File: src/hw/rtl/luhn_pkg.sv
// Shared constants, types and command bundle for the Luhn card classifier.
`default_nettype none
package luhn_pkg;

  localparam int NumBits      = 63;
  localparam int NumDigits    = 19;
  localparam int BcdWidth     = 4 * NumDigits;
  localparam int BitsPerStep  = 3;
  localparam int ConvSteps    = NumBits / BitsPerStep;
  localparam int StepCntWidth = 5;

  localparam logic [1:0] ClassInvalid = 2'd0;
  localparam logic [1:0] ClassVisa    = 2'd1;
  localparam logic [1:0] ClassMaster  = 2'd2;
  localparam logic [1:0] ClassAmex    = 2'd3;

  localparam logic [3:0] VisaLead     = 4'd4;
  localparam logic [4:0] VisaMinLen   = 5'd13;
  localparam logic [4:0] VisaMaxLen   = 5'd16;
  localparam logic [4:0] MasterLen    = 5'd16;
  localparam logic [6:0] MasterLo     = 7'd51;
  localparam logic [6:0] MasterHi     = 7'd55;
  localparam logic [4:0] AmexLen      = 5'd15;
  localparam logic [6:0] AmexLeadA    = 7'd34;
  localparam logic [6:0] AmexLeadB    = 7'd37;

  typedef enum logic [1:0] {
    ST_IDLE,
    ST_CONV,
    ST_SCAN,
    ST_DONE
  } state_t;

  typedef struct packed {
    logic                    load;
    logic                    conv;
    logic                    scan;
    logic [StepCntWidth-1:0] idx;
  } dp_cmd_t;

endpackage
`default_nettype wire

File: src/hw/rtl/luhn_ctrl.sv
// Controller: sequences binary-to-BCD conversion and the digit scan.
`default_nettype none
module luhn_ctrl (
  input  wire logic              clk,
  input  wire logic              rst_n,
  input  wire logic              start,
  output logic                   busy,
  output logic                   out_valid,
  output luhn_pkg::dp_cmd_t      cmd
);

  luhn_pkg::state_t state_r, state_nxt;
  logic [luhn_pkg::StepCntWidth-1:0] cnt_r, cnt_nxt;

  always_ff @(posedge clk) begin
    if (!rst_n) begin
      state_r <= luhn_pkg::ST_IDLE;
      cnt_r   <= '0;
    end else begin
      state_r <= state_nxt;
      cnt_r   <= cnt_nxt;
    end
  end

  always_comb begin
    state_nxt = state_r;
    cnt_nxt   = cnt_r;
    cmd       = '0;
    cmd.idx   = cnt_r;
    busy      = 1'b1;
    out_valid = 1'b0;
    case (state_r)
      luhn_pkg::ST_IDLE: begin
        busy = 1'b0;
        if (start) begin
          cmd.load  = 1'b1;
          cnt_nxt   = '0;
          state_nxt = luhn_pkg::ST_CONV;
        end
      end
      luhn_pkg::ST_CONV: begin
        cmd.conv = 1'b1;
        if (cnt_r == luhn_pkg::StepCntWidth'(luhn_pkg::ConvSteps - 1)) begin
          cnt_nxt   = '0;
          state_nxt = luhn_pkg::ST_SCAN;
        end else begin
          cnt_nxt = cnt_r + 1'b1;
        end
      end
      luhn_pkg::ST_SCAN: begin
        cmd.scan = 1'b1;
        if (cnt_r == luhn_pkg::StepCntWidth'(luhn_pkg::NumDigits - 1)) begin
          cnt_nxt   = '0;
          state_nxt = luhn_pkg::ST_DONE;
        end else begin
          cnt_nxt = cnt_r + 1'b1;
        end
      end
      luhn_pkg::ST_DONE: begin
        out_valid = 1'b1;
        state_nxt = luhn_pkg::ST_IDLE;
      end
      default: begin
        state_nxt = luhn_pkg::ST_IDLE;
      end
    endcase
  end

endmodule
`default_nettype wire

File: src/hw/rtl/luhn_dp.sv
// Datapath: double-dabble BCD conversion, digit scan, Luhn sum and classing.
`default_nettype none
module luhn_dp (
  input  wire logic                          clk,
  input  wire luhn_pkg::dp_cmd_t             cmd,
  input  wire logic [luhn_pkg::NumBits-1:0]  card_number,
  output logic [1:0]                         card_class,
  output logic                               luhn_ok,
  output logic [4:0]                         digit_count
);

  logic [luhn_pkg::NumBits-1:0]  bin_r, bin_nxt;
  logic [luhn_pkg::BcdWidth-1:0] bcd_r, bcd_nxt;
  logic [3:0] sum_r, sum_nxt;
  logic [4:0] cnt_r, cnt_nxt;
  logic [3:0] top1_r, top1_nxt;
  logic [6:0] top2_r, top2_nxt;
  logic [3:0] prev_r, prev_nxt;

  logic [luhn_pkg::BcdWidth-1:0] dab;
  logic [3:0] dig;
  logic [3:0] contrib;
  logic [4:0] sum_raw;

  always_ff @(posedge clk) begin
    bin_r  <= bin_nxt;
    bcd_r  <= bcd_nxt;
    sum_r  <= sum_nxt;
    cnt_r  <= cnt_nxt;
    top1_r <= top1_nxt;
    top2_r <= top2_nxt;
    prev_r <= prev_nxt;
  end

  // three dabble bit steps per cycle
  always_comb begin
    dab = bcd_r;
    for (int k = 0; k < luhn_pkg::BitsPerStep; k++) begin
      for (int j = 0; j < luhn_pkg::NumDigits; j++) begin
        if (dab[4*j +: 4] >= 4'd5) begin
          dab[4*j +: 4] = dab[4*j +: 4] + 4'd3;
        end
      end
      dab = {dab[luhn_pkg::BcdWidth-2:0], bin_r[luhn_pkg::NumBits-1-k]};
    end
  end

  assign dig = bcd_r[3:0];

  always_comb begin
    if (cmd.idx[0]) begin
      contrib = (dig < 4'd5) ? 4'(dig << 1) : 4'((dig << 1) - 5'd9);
    end else begin
      contrib = dig;
    end
    sum_raw = {1'b0, sum_r} + {1'b0, contrib};
  end

  always_comb begin
    bin_nxt  = bin_r;
    bcd_nxt  = bcd_r;
    sum_nxt  = sum_r;
    cnt_nxt  = cnt_r;
    top1_nxt = top1_r;
    top2_nxt = top2_r;
    prev_nxt = prev_r;
    if (cmd.load) begin
      bin_nxt  = card_number;
      bcd_nxt  = '0;
      sum_nxt  = '0;
      cnt_nxt  = '0;
      top1_nxt = '0;
      top2_nxt = '0;
      prev_nxt = '0;
    end else if (cmd.conv) begin
      bin_nxt = bin_r << luhn_pkg::BitsPerStep;
      bcd_nxt = dab;
    end else if (cmd.scan) begin
      bcd_nxt  = bcd_r >> 4;
      sum_nxt  = (sum_raw >= 5'd10) ? 4'(sum_raw - 5'd10) : sum_raw[3:0];
      prev_nxt = dig;
      if (dig != 4'd0) begin
        cnt_nxt  = cmd.idx + 1'b1;
        top1_nxt = dig;
        top2_nxt = 7'({dig, 3'b000}) + 7'({dig, 1'b0}) + 7'(prev_r);
      end
    end
  end

  always_comb begin
    luhn_ok     = (sum_r == 4'd0);
    digit_count = cnt_r;
    card_class  = luhn_pkg::ClassInvalid;
    if (cnt_r != 5'd0 && luhn_ok) begin
      if (top1_r == luhn_pkg::VisaLead &&
          cnt_r inside {[luhn_pkg::VisaMinLen:luhn_pkg::VisaMaxLen]}) begin
        card_class = luhn_pkg::ClassVisa;
      end else if (cnt_r == luhn_pkg::MasterLen &&
                   top2_r inside {[luhn_pkg::MasterLo:luhn_pkg::MasterHi]}) begin
        card_class = luhn_pkg::ClassMaster;
      end else if (cnt_r == luhn_pkg::AmexLen &&
                   (top2_r == luhn_pkg::AmexLeadA || top2_r == luhn_pkg::AmexLeadB)) begin
        card_class = luhn_pkg::ClassAmex;
      end
    end
  end

endmodule
`default_nettype wire

File: src/hw/rtl/luhn_card_classifier.sv
// Luhn card classifier: 63-bit binary to 19 BCD digits, Luhn check, card class.
// 21 double-dabble steps (3 bits each), then 19 digit-scan steps, one digit per
// cycle, then the done state with the result; a new card is taken only in idle.
// Results come as a one-cycle out_valid strobe; the receiver cannot stall.
// Reset (rst_n low, synchronous) returns the controller to idle, busy low.
`default_nettype none
module luhn_card_classifier (
  input  wire logic                         clk,
  input  wire logic                         rst_n,
  input  wire logic                         start,
  output logic                              busy,
  input  wire logic [luhn_pkg::NumBits-1:0] in_card_number,
  output logic                              out_valid,
  output logic [1:0]                        out_card_class,
  output logic                              out_luhn_ok,
  output logic [4:0]                        out_digit_count
);

  luhn_pkg::dp_cmd_t cmd;

  luhn_ctrl u_ctrl (
    .clk       (clk),
    .rst_n     (rst_n),
    .start     (start),
    .busy      (busy),
    .out_valid (out_valid),
    .cmd       (cmd)
  );

  luhn_dp u_dp (
    .clk         (clk),
    .cmd         (cmd),
    .card_number (in_card_number),
    .card_class  (out_card_class),
    .luhn_ok     (out_luhn_ok),
    .digit_count (out_digit_count)
  );

endmodule
`default_nettype wire
File: config.mk
export PLATFORM = sky130hd
export DESIGN_NAME = luhn_card_classifier
export DESIGN_NICKNAME = d
export VERILOG_FILES = /design/src/hw/rtl/luhn_pkg.sv /design/src/hw/rtl/luhn_ctrl.sv /design/src/hw/rtl/luhn_dp.sv /design/src/hw/rtl/luhn_card_classifier.sv
export SDC_FILE = /design/constraint.sdc
export NUM_CORES = 1
export LEC_CHECK = 0
export ABC_AREA = 1
export BUFFER_PORTS_ARGS = -buffer_cell sky130_fd_sc_hd__buf_4
export CAP_MARGIN = 20
export CORE_MARGIN = 10
export CORE_UTILIZATION = 61
export DETAILED_ROUTE_END_ITERATION = 6
export PLACE_DENSITY_LB_ADDON = 0.1
export SYNTH_ARGS = -nofsm -noshare
export SYNTH_HDL_FRONTEND = slang
export SYNTH_SLANG_ARGS = --single-unit
File: constraint.sdc
create_clock -name clk -period 5.3 [get_ports clk]
set_input_delay 0.795 -clock clk [delete_from_list [all_inputs] [get_ports clk]]
set_output_delay 0.795 -clock clk [all_outputs]
set_load 0.02 [all_outputs]
==> results by group, run 1 <==
Outcome
  • Outcome: completed

Synth
  • Top_reg_cell synth: dfxtp_1
  • Synth area leader: nand2_1
  • Cell Area, Synth: ~13,000 um2
  • Async SR Flop Fraction: 0%
  • Number of distinct library cells after synthesis: 50
  • Syn Nets: ~2,100
  • Register bit total from synthesis: 170
  • Part of the Yosys area used for sequential elements: between 20 and 30%
  • Mean post-synth cell area: slightly below 7 um2
  • Number of enable flip-flop cells after synthesis: 63
  • Cells after synthesis: roughly 2,000
  • Synth top area share: ~18%
  • Synth warn: 0
  • Main area contributors after synthesis: nand2_1 18%, dfxtp_1 16%, edfxtp_1 14%

Finish
  • # diodes: 0
  • Area Growth Syn to Fin: 9.59%
  • Most frequent cells in the layout: 657 x nand2_1, 210 x inv_1, 153 x nand3_1
  • Most common cell after layout, fill and taps aside: nand2_1
  • Final nets: 2,174
  • Share of cells above drive strength 1: roughly 17%
  • Layout fillers: 1,938

Drt
  • Routed length per instance: approximately 13 um
  • Vias: between 10,000 and 15,000
  • Final Routed Wirelength: a little over 30 mm
  • DRC Markers: 0
  • Detail Route Antenna Nets: 0
  • Via density: 5.47
  • Iteration-0 DRC Markers: around 810
  • 1st-pass router iterations: 5

Floorplan
  • Die area: 28,400 um2
  • Area of the core: 21,800 um2
  • I/O pin total: 76
  • Row count: between 50 and 60
  • Die Wd: approximately 170 um
  • Die height: ~170 um
  • Starting Density: ~62%

Clock network
  • Post-CTS Hold Fix Bufs: 0
  • Clock Sinks: 170
  • Clock Tree Buf Depth: 2
  • Clk pin slew, worst setup/hold paths: around 0.07 ns
  • Worst-Skew Late Latency: around 0.43 ns
  • H-Tree Depth: 4
  • TritonCTS clock tree: done
  • Clock Root Buffer: clkbuf_16
  • Num CTS Buffers: 17
  • Gates resized, CTS repair: 0
  • Setup bufs post-CTS: 0

STA
  • WHS: between 0.4 and 0.5 ns
  • RSZ-0062 raised after global routing: false
  • Final setup vio count: 0
  • FMAX: a little under 300 MHz
  • Crit path time final: between 3 and 4 ns
  • Setup Total Neg Slack: 0 ns
  • Fin. Hold Viols: 0
  • Slew HR: around a third
  • Count of pins over their slew limit: 0
  • Clk_skew: 0.00986 ns
  • Tcrit/Tclk final: between 60% and 70%
  • Slew @ Worst Pin: between 0.9 and 1 ns

Power
  • Max rail drop VDD: roughly 0.32 mV
  • Seq pwr share: about 23%
  • Internal: around 0.005 W
  • Switching power: between 0.005 and 0.006 W
  • Power Density: roughly 700 nW/um2
  • Clock network power share: a little under an eighth
  • Logic pwr share: approximately two thirds
  • Switching portion of total power: between 50% and 60%
  • Leakage power: 7.34 nW

Global routing
  • Initial antenna violation count: 0
  • GR Util All Layers: around a fifth
  • Vias in the first global route: about 12,000
  • First-pass GRT wire length: between 50 and 60 mm
  • Grt total ovfl: 0
  • Largest net degree at the start of global routing: 66

Hold path
  • Min-Delay Path Depth: 2
  • HP Start: u_dp.top1_r[2]
  • End of the worst hold path: u_dp.top1_r[2]
  • Min-Delay Path Class: reg2reg

Worst setup path
  • Startpoint types: register
  • Reg-to-reg startpoint: u_dp.bcd_r[0]
  • CP arrival: roughly 3.7 ns
  • FF-to-FF End: u_dp.sum_r[1]
  • Cell depth of the worst flop-to-flop path: 17
  • Req. time, crit path: between 5 and 6 ns
  • CP endpoint kind: register
  • CP max FO: 8
  • Reg2reg setup slack: about 1.9 ns
  • Kind of critical path: reg2reg

Flow run
  • Max Cap Viol: 0

Placed design
  • Final Wtd Congestion: between 0.8 and 0.9
  • Input/output buffers: 75
  • Final HPWL DP: between 20 and 25 mm
-- stage by stage --
stage / instances / total power (W) / setup slack, ns / area, um2 / util [%]
after floorplan: 1991 / 0.00787 / 2.07 / 13500 / -
final: 2324 / 0.0104 / 1.93 / 14800 / 67.8
after global routing: 2324 / 0.0116 / 1.53 / 14800 / 67.8
after global placement: 2292 / 0.00892 / 2.06 / 14200 / 65.1
after detailed placement: 2292 / 0.00912 / 1.95 / 14200 / 65.1
after CTS: 2324 / 0.0104 / 1.92 / 14800 / 67.8
-- how the worst max path moves through the flow --
stage | endpoint | startpoint | depth (start not counted)
floorplan | u_dp.bin_r[0] | start | 4
global placement | u_dp.sum_r[1] | u_dp.bcd_r[0] | 17
detailed placement | u_dp.sum_r[1] | u_dp.bcd_r[0] | 17
CTS | u_dp.sum_r[1] | u_dp.bcd_r[0] | 17
global route | u_dp.sum_r[1] | u_dp.bcd_r[1] | 19
finish | u_dp.sum_r[1] | u_dp.bcd_r[0] | 17
-- logic make-up after synthesis --
family	count (synthesis)	share of synthesized area, %
AND/OR/NAND/NOR	1120	39.8
AO/OA/AOI/OAI	328	13.7
flip-flops	170	30.0
buffers and inverters	285	8.34
adder cells (fa/ha/maj)	77	7.32
XOR/XNOR	11	0.827
-- power groups by stage --
stage / clock, W / sequential, W / combinational [W]
2_1_floorplan: 0 / 0.00229 / 0.00558
3_3_place_gp: 0 / 0.00238 / 0.00654
3_5_place_dp: 0 / 0.00239 / 0.00674
4_1_cts: 0.00126 / 0.00236 / 0.00678
5_1_grt: 0.00131 / 0.00243 / 0.00781
6_report: 0.00124 / 0.00237 / 0.00679
-- layout make-up --
| class | instances | area [um2] | share of cell area, % |
|---|---|---|---|
| inverter | 223 | 841 | 5.70 |
| clock inverter | 15 | 161 | 1.09 |
| timing repair buffer | 83 | 623 | 4.22 |
| sequential | 170 | 4030 | 27.3 |
| tap | 280 | 350 | 2.37 |
| clock buffer | 17 | 425 | 2.88 |
| multi-input combinational | 1536 | 8320 | 56.4 |
-- worst max-delay path, stage by stage, from the launching register on --
cell,delay [ns]
dfxtp_1,0.50
inv_2,0.12
ha_1,0.21
inv_1,0.13
a21oi_2,0.11
o21ai_0,0.21
ha_1,0.20
inv_1,0.05
fa_1,0.37
or2_2,0.32
nand2_1,0.11
ha_1,0.21
inv_1,0.05
o21ai_0,0.21
nand2_1,0.14
xnor2_1,0.14
o21ai_0,0.14
inv_1,0.05
-- state kept, by name (all words and copies together) (netlist names) --
| name | cells |
|---|---|
| u_dp.top1_r | 4 |
| u_ctrl.cnt_r | 5 |
| u_dp.bin_r | 63 |
| u_ctrl.state_r | 2 |
| u_dp.digit_count | 5 |
| u_dp.bcd_r | 76 |
| u_dp.prev_r | 4 |
| u_dp.sum_r | 4 |
| u_dp.top2_r | 7 |
-- synthesized netlist by cell type (all sizes together), types with 3 or more instances --
cell type    n
a21o         5
a21oi      158
a31o         7
buf         12
clkbuf      48
dfxtp      107
edfxtp      63
fa           3
ha          74
inv        222
nand2      774
nand3      209
nand3b      12
nand4       60
nor2        52
nor3         5
o211ai       5
o21ai      136
o21bai       9
or2          3
xor2         9
-- layer usage --
metal | vias up | part of all wire, % | GRT usage (%)
met4 | 0 | 1.5 | 6.13
met1 | 5749 | 47 | 27.4
met5 | - | 0 | 0
met3 | 42 | 4.5 | 3.17
met2 | 268 | 47 | 35.9
li1 | 6649 | - | -
Note: power is estimated with default switching activity, not from simulation.
==> run 2, diff against run 1 <==
--- a/config.mk
+++ b/config.mk
@@ -5,7 +5,7 @@
 export SDC_FILE = /design/constraint.sdc
 export NUM_CORES = 1
 export LEC_CHECK = 0
-export ABC_AREA = 1
+export ABC_AREA = 0
 export BUFFER_PORTS_ARGS = -buffer_cell sky130_fd_sc_hd__buf_4
 export CAP_MARGIN = 20
 export CORE_MARGIN = 10
==> constraint.sdc (replaced) <==
create_clock -name clk -period 3.2 [get_ports clk]
set_input_delay 0.48 -clock clk [delete_from_list [all_inputs] [get_ports clk]]
set_output_delay 0.48 -clock clk [all_outputs]
set_load 0.02 [all_outputs]
==> run 2 against run 1 <==
- global-route usage grew 0.50 points
- via count down 5.5%
- area after synthesis fell by 3.6%
- critical path type unchanged
- highest routed layer unchanged
==> results by group, run 2 <==
Synth
  • Mean post-synth cell area: between 7 and 8 um2
  • Synth area leader: dfxtp_1
  • Top cells by count, synth: 276 x nand2_1, 136 x a21oi_1, 116 x o21ai_0
  • Count leader, synth: nand2_1
  • Main area contributors after synthesis: dfxtp_1 17%, edfxtp_1 15%, nand2_1 8.0%
  • Cell Area, Synth: 13,000 um2
  • Number of distinct library cells after synthesis: between 80 and 90
  • Synth warn: 0
  • Part of the Yosys area used for sequential elements: just over 30%
  • Number of enable flip-flop cells after synthesis: between 60 and 70
  • Register bit total from synthesis: 170
  • Syn Nets: approximately 1,800
  • Top_reg_cell synth: dfxtp_1
  • Async SR Flop Fraction: 0%
  • Synth top area share: 16.5%
  • Cells after synthesis: roughly 1,600

Finish
  • Area Growth Syn to Fin: 11.8%
  • Area of the multi-input gates: approximately 8400 um2
  • Largest Register: u_dp.bcd_r
  • Layout fillers: 1,760
  • Most common cell after layout, fill and taps aside: nand2_1
  • Final nets: roughly 1,800
  • Share of cells above drive strength 1: 13.1%
  • Most frequent cells in the layout: 274 x nand2_1, 134 x a21oi_1, 115 x o21ai_0
  • Final core occ: between 60% and 70%
  • Top flop regs: u_dp.bcd_r (76), u_dp.bin_r (63), u_dp.top2_r (7)
  • # diodes: 0
  • Max reg flops: 76
  • FF+latch area: slightly above 4000 um2

STA
  • Fin. Hold Viols: 0
  • Slew @ Worst Pin: between 0.7 and 0.8 ns
  • Count of pins over their slew limit: 0
  • Crit path time final: between 2 and 3 ns
  • Clk_skew: 0.0104 ns
  • Final setup vio count: 0
  • Tcrit/Tclk final: between 90 and 100%
  • Slew HR: 49.8%
  • FMAX: between 300 and 400 MHz

Drt
  • Detail Route Antenna Nets: 0
  • Routed length per instance: between 15 and 20 um
  • Vias: about 12,000
  • DRC Markers: 0
  • Iteration-0 DRC Markers: approximately 900
  • Via density: between 6 and 7
  • 1st-pass router iterations: 7
  • Final Routed Wirelength: between 30 and 40 mm

Clock network
  • Clock Root Buffer: clkbuf_16
  • Clock Sinks: between 150 and 200
  • H-Tree Depth: 4
  • Num CTS Buffers: 17
  • Worst-Skew Late Latency: 0.43 ns
  • Clk pin slew, worst setup/hold paths: 0.07 ns
  • Clock Tree Buf Depth: 2
  • TritonCTS clock tree: done

Worst setup path
  • Slowest Stage Delay on Critical Path: 0.39 ns
  • CP arrival: between 3 and 4 ns
  • Kind of critical path: reg2reg
  • Startpoint types: register
  • Req. time, crit path: ~3.5 ns
  • CP endpoint kind: register
  • CP delay by family, top: adder cells
  • Critical-path top delay cell: fa_2
  • Crit path top cell by count: inv_1
  • CP max FO: 3
  • Crit path buf inv count: 3
  • Cell depth of the worst flop-to-flop path: 15
  • Worst path cell trace: inv_1 > ha_1 > inv_1 > a21oi_4 > xnor2_1 > nand2_1 > o21ai_2 > inv_1 > fa_2 > xor2_2 > ha_2 > nand2_1 > a21oi_2 > mux2_2 > a211oi_1
  • CP Depth: 15

Global routing
  • Initial antenna violation count: 0
  • First-pass GRT wire length: roughly 52 mm
  • Largest net degree at the start of global routing: between 90 and 100
  • GR Util All Layers: 21.7%
  • Vias in the first global route: roughly 11,000
  • Grt total ovfl: 0

Floorplan
  • Die Wd: between 150 and 200 um
  • Area of the core: 21,000 um2
  • Starting Density: approximately three fifths
  • Die area: ~27,000 um2
  • Row count: 53
  • Die height: ~170 um
  • I/O pin total: 76

Outcome
  • Outcome: completed

Hold path
  • Min-Delay Path Class: in2reg
  • Min-Delay Path Depth: 3

Flow run
  • Max Cap Viol: 0

Placed design
  • Final Wtd Congestion: approximately 0.92
  • Final HPWL DP: between 20 and 25 mm
  • Input/output buffers: between 70 and 80
-- run 2: cell types whose count changed in the layout (fill, tap and decap cells not counted), moves of 27 or more --
cell and delta:
nand2b_1 +32, a31oi_1 +33, nor3_1 +27, nand4_1 -57, nand2_2 -101, a211oi_1 +32, nand3_2 -53, inv_1 -131
xnor2_1 +44, o21ai_1 +54, mux2i_1 +53, nand2_1 -383, nand3_1 -133
-- run 2: worst paths after layout --
kind | startpoint | end | slack (ns)
hold / removal | in_card_number[37] | u_dp.bin_r[37] | 0.30
setup / recovery | u_dp.bcd_r[0] | u_dp.sum_r[2] | 0.22
hold reg to reg | u_dp.top2_r[6] | u_dp.top2_r[6] | 0.46
setup reg to reg | u_dp.bcd_r[0] | u_dp.sum_r[2] | 0.22
-- run 2: area by class of cell --
cell class | count | area share, %
clock buffer | 19 | 2.98
sequential | 170 | 27.8
multi-input combinational | 1298 | 57.9
inverter | 88 | 2.28
clock inverter | 13 | 1.08
tap | 275 | 2.37
timing repair buffer | 104 | 5.56
-- run 2: worst min-delay path, cell delays in order --
cell     delay [ns]
buf_4          0.07
nand2_1        0.04
nand2_1        0.04
-- run 2: timing repair --
| item | in CTS | in global routing |
|---|---|---|
| hold buffers | 0 | 0 |
| setup endpoints to repair | 1 | 3 |
| resized for setup | 1 | 9 |
| setup buffers | 0 | 1 |
| pin swaps | 0 | 2 |
-- run 2: cell families after synthesis --
family | count (synthesis) | synth area share [%]
fa+ha+maj | 80 | 7.85
simple gates | 534 | 18.9
buf+inv | 158 | 4.61
compound gates | 539 | 26.1
mux | 77 | 6.36
flops | 170 | 31.1
xor+xnor | 68 | 5.05
-- run 2: stage by stage --
stage / setup WS, ns / instance area [um2] / TNS (ns) / hold WS (ns) / cells
CTS: 0.0387 / 14500 / 0 / 0.293 / 1966
finish: 0.216 / 14500 / 0 / 0.302 / 1967
global route: -0.00635 / 14500 / -0.00635 / 0.286 / 1967
detailed placement: 0.0182 / 13900 / 0 / 0.453 / 1934
global placement: 0.177 / 13900 / 0 / 0.440 / 1934
floorplan: 0.0138 / 13000 / 0 / 0.427 / 1626
-- run 2: metal layers --
metal  global-route usage (%)  part of all wire [%]
met1                     28.3                    45
met2                     36.7                    48
met3                     3.41                   5.1
met4                     5.08                   1.0
met5                        0                     0
Power of run 2 is left out: the tool's default activity adds up to more than one toggle a clock period on the data nets, which glitch-free logic cannot reach.
==> run 3, diff against run 2 <==
--- a/config.mk
+++ b/config.mk
@@ -11,7 +11,7 @@
 export CORE_MARGIN = 10
 export CORE_UTILIZATION = 61
 export DETAILED_ROUTE_END_ITERATION = 6
-export PLACE_DENSITY_LB_ADDON = 0.1
+export PLACE_DENSITY_LB_ADDON = 0.05
 export SYNTH_ARGS = -nofsm -noshare
 export SYNTH_HDL_FRONTEND = slang
 export SYNTH_SLANG_ARGS = --single-unit
==> run 3 against run 2 <==
- register-to-register slack gained 0.02 ns
- sequential share of layout area grew 0.067 points
- final area shrank 0.24%
- global-route usage grew 0.83 points
- setup slack gained 0.024 ns
- critical endpoint is now u_dp.bcd_r[32]
- sequential cell count is the same
- utilization shrank 0.17 points
- via count shrank 0.34%
- critical path depth shrank 3
==> results by group, run 3 (synthesized netlist as in run 2, its figures left out) <==
STA
  • Slew HR: a little under half
  • Setup Total Neg Slack: 0 ns
  • Tcrit/Tclk final: just over 90%
  • FMAX: 338 MHz
  • Slew @ Worst Pin: ~0.8 ns
  • RSZ-0062 raised after global routing: false
  • Count of pins over their slew limit: 0
  • Final setup vio count: 0
  • Clk_skew: 0.0141 ns
  • Final worst slack: approximately 0.24 ns
  • Fin. Hold Viols: 0
  • Crit path time final: ~3.0 ns

Worst setup path
  • Critical-path top delay cell: mux2i_1
  • Slowest Stage Delay on Critical Path: about 0.45 ns
  • FF-to-FF End: u_dp.bcd_r[32]
  • Kind of critical path: reg2reg
  • Reg2reg setup slack: between 0.2 and 0.25 ns
  • Req. time, crit path: approximately 3.5 ns
  • Worst Setup SP: u_dp.bcd_r[25]
  • CP arrival: between 3 and 4 ns
  • Worst path cell trace: inv_1 > ha_1 > nand2b_1 > nor2b_1 > mux2i_1 > inv_1 > ha_1 > a21oi_1 > a31oi_1 > o21ai_1 > xor2_1 > a211oi_1
  • CP delay by family, top: compound AO/OA/AOI/OAI gates
  • Cell depth of the worst flop-to-flop path: 12
  • CP endpoint kind: register
  • Startpoint types: register
  • CP max FO: 6
  • Crit path buf inv count: 2
  • Reg-to-reg startpoint: u_dp.bcd_r[25]

Placed design
  • Final Wtd Congestion: around 0.87
  • Dpl ws: between 0.06 and 0.07 ns
  • DP Area: 13,900 um2
  • Final HPWL DP: ~22 mm
  • Input/output buffers: 75
  • Placed Cells: 1,933

Finish
  • Share of cells above drive strength 1: 13.1%
  • # diodes: 0
  • Area Growth Syn to Fin: 11.5%
  • Top flop regs: u_dp.bcd_r (76), u_dp.bin_r (63), u_dp.top2_r (7)
  • Most frequent cells in the layout: 274 x nand2_1, 134 x a21oi_1, 115 x o21ai_0
  • Final nets: approximately 1,800
  • Max reg flops: between 70 and 80
  • Most common cell after layout, fill and taps aside: nand2_1
  • Fin cells: about 2,000
  • Finished Cell Area: around 14,000 um2
  • Largest Register: u_dp.bcd_r

Clock network
  • Clock Tree Buf Depth: 2
  • TritonCTS clock tree: done
  • Worst-Skew Late Latency: around 0.43 ns
  • Clock Root Buffer: clkbuf_16
  • Clk pin slew, worst setup/hold paths: around 0.08 ns
  • Clock Sinks: 170
  • Num CTS Buffers: 17
  • Post-CTS Hold Fix Bufs: 0
  • H-Tree Depth: 4

Global routing
  • GR Util All Layers: between 20% and 30%
  • Largest net degree at the start of global routing: 90
  • First-pass GRT wire length: between 50 and 60 mm
  • Initial antenna violation count: 0
  • Vias in the first global route: approximately 12,000
  • Grt total ovfl: 0

Floorplan
  • Die Wd: ~170 um
  • Area of the core: 21,000 um2
  • Die height: ~170 um
  • Row count: 53
  • Die area: between 20,000 and 30,000 um2
  • I/O pin total: 76
  • Starting Density: approximately 62%

Flow run
  • Max Cap Viol: 0

Drt
  • Vias: around 12,000
  • Via density: 6.09
  • Iteration-0 DRC Markers: between 1,000 and 1,500
  • Final Routed Wirelength: approximately 32 mm
  • DRC Markers: 0
  • Detail Route Antenna Nets: 0
  • Routed length per instance: between 15 and 20 um
  • 1st-pass router iterations: 5

Hold path
  • Min-Delay Path Class: in2reg
  • End of the worst hold path: u_dp.bin_r[31]
  • Min-Delay Path Depth: 3
  • HP Start: in_card_number[31]

Outcome
  • Outcome: completed
==> run 3: what timing repair did <==
item                       CTS  global route
setup buffers                0             1
setup endpoints to repair    0             5
resized for setup            0             9
==> run 3: worst reg2reg max path, cell delays in order, from the launching register on <==
cell and delay (ns):
dfxtp_1 0.37, inv_1 0.10, ha_1 0.18, nand2b_1 0.17, nor2b_1 0.14, mux2i_1 0.45
inv_1 0.15, ha_1 0.30, a21oi_1 0.04, a31oi_1 0.40, o21ai_1 0.16, xor2_1 0.19
a211oi_1 0.23
==> run 3: per-stage QoR <==
stage / hold slack (ns) / utilization (%)
5_1_grt: 0.294 / 69.0
4_1_cts: 0.288 / 68.8
2_1_floorplan: 0.427 / -
3_3_place_gp: 0.442 / 66.1
6_report: 0.306 / 69.0
3_5_place_dp: 0.450 / 66.1
==> run 3: per-layer routing <==
layer / track usage [%] / up-vias / part of all wire (%)
li1: - / 5972 / -
met1: 28.8 / 5659 / 44
met2: 38.0 / 304 / 49
met3: 4.14 / 34 / 5.6
met4: 6.20 / 0 / 1.1
met5: 0 / - / 0
==> run 3: worst max-delay path by stage <==
stage	to	slack, ns	depth (start not counted)
detailed placement	u_dp.sum_r[2]	0.07	15
finish	u_dp.bcd_r[32]	0.24	12
global route	u_dp.bcd_r[16]	0.01	12
CTS	u_dp.sum_r[2]	0.04	15
floorplan	u_dp.sum_r[2]	0.01	16
global placement	u_dp.sum_r[2]	0.18	15
==> run 3: area by class of cell <==
class | instances | area (um2)
timing repair buffer | 103 | 798
inverter | 88 | 330
sequential | 170 | 4030
fill | 1771 | 6490
clock buffer | 17 | 425
tap | 275 | 344
clock inverter | 15 | 143
multi-input combinational | 1298 | 8390
Power of run 3 is left out for the same reason.
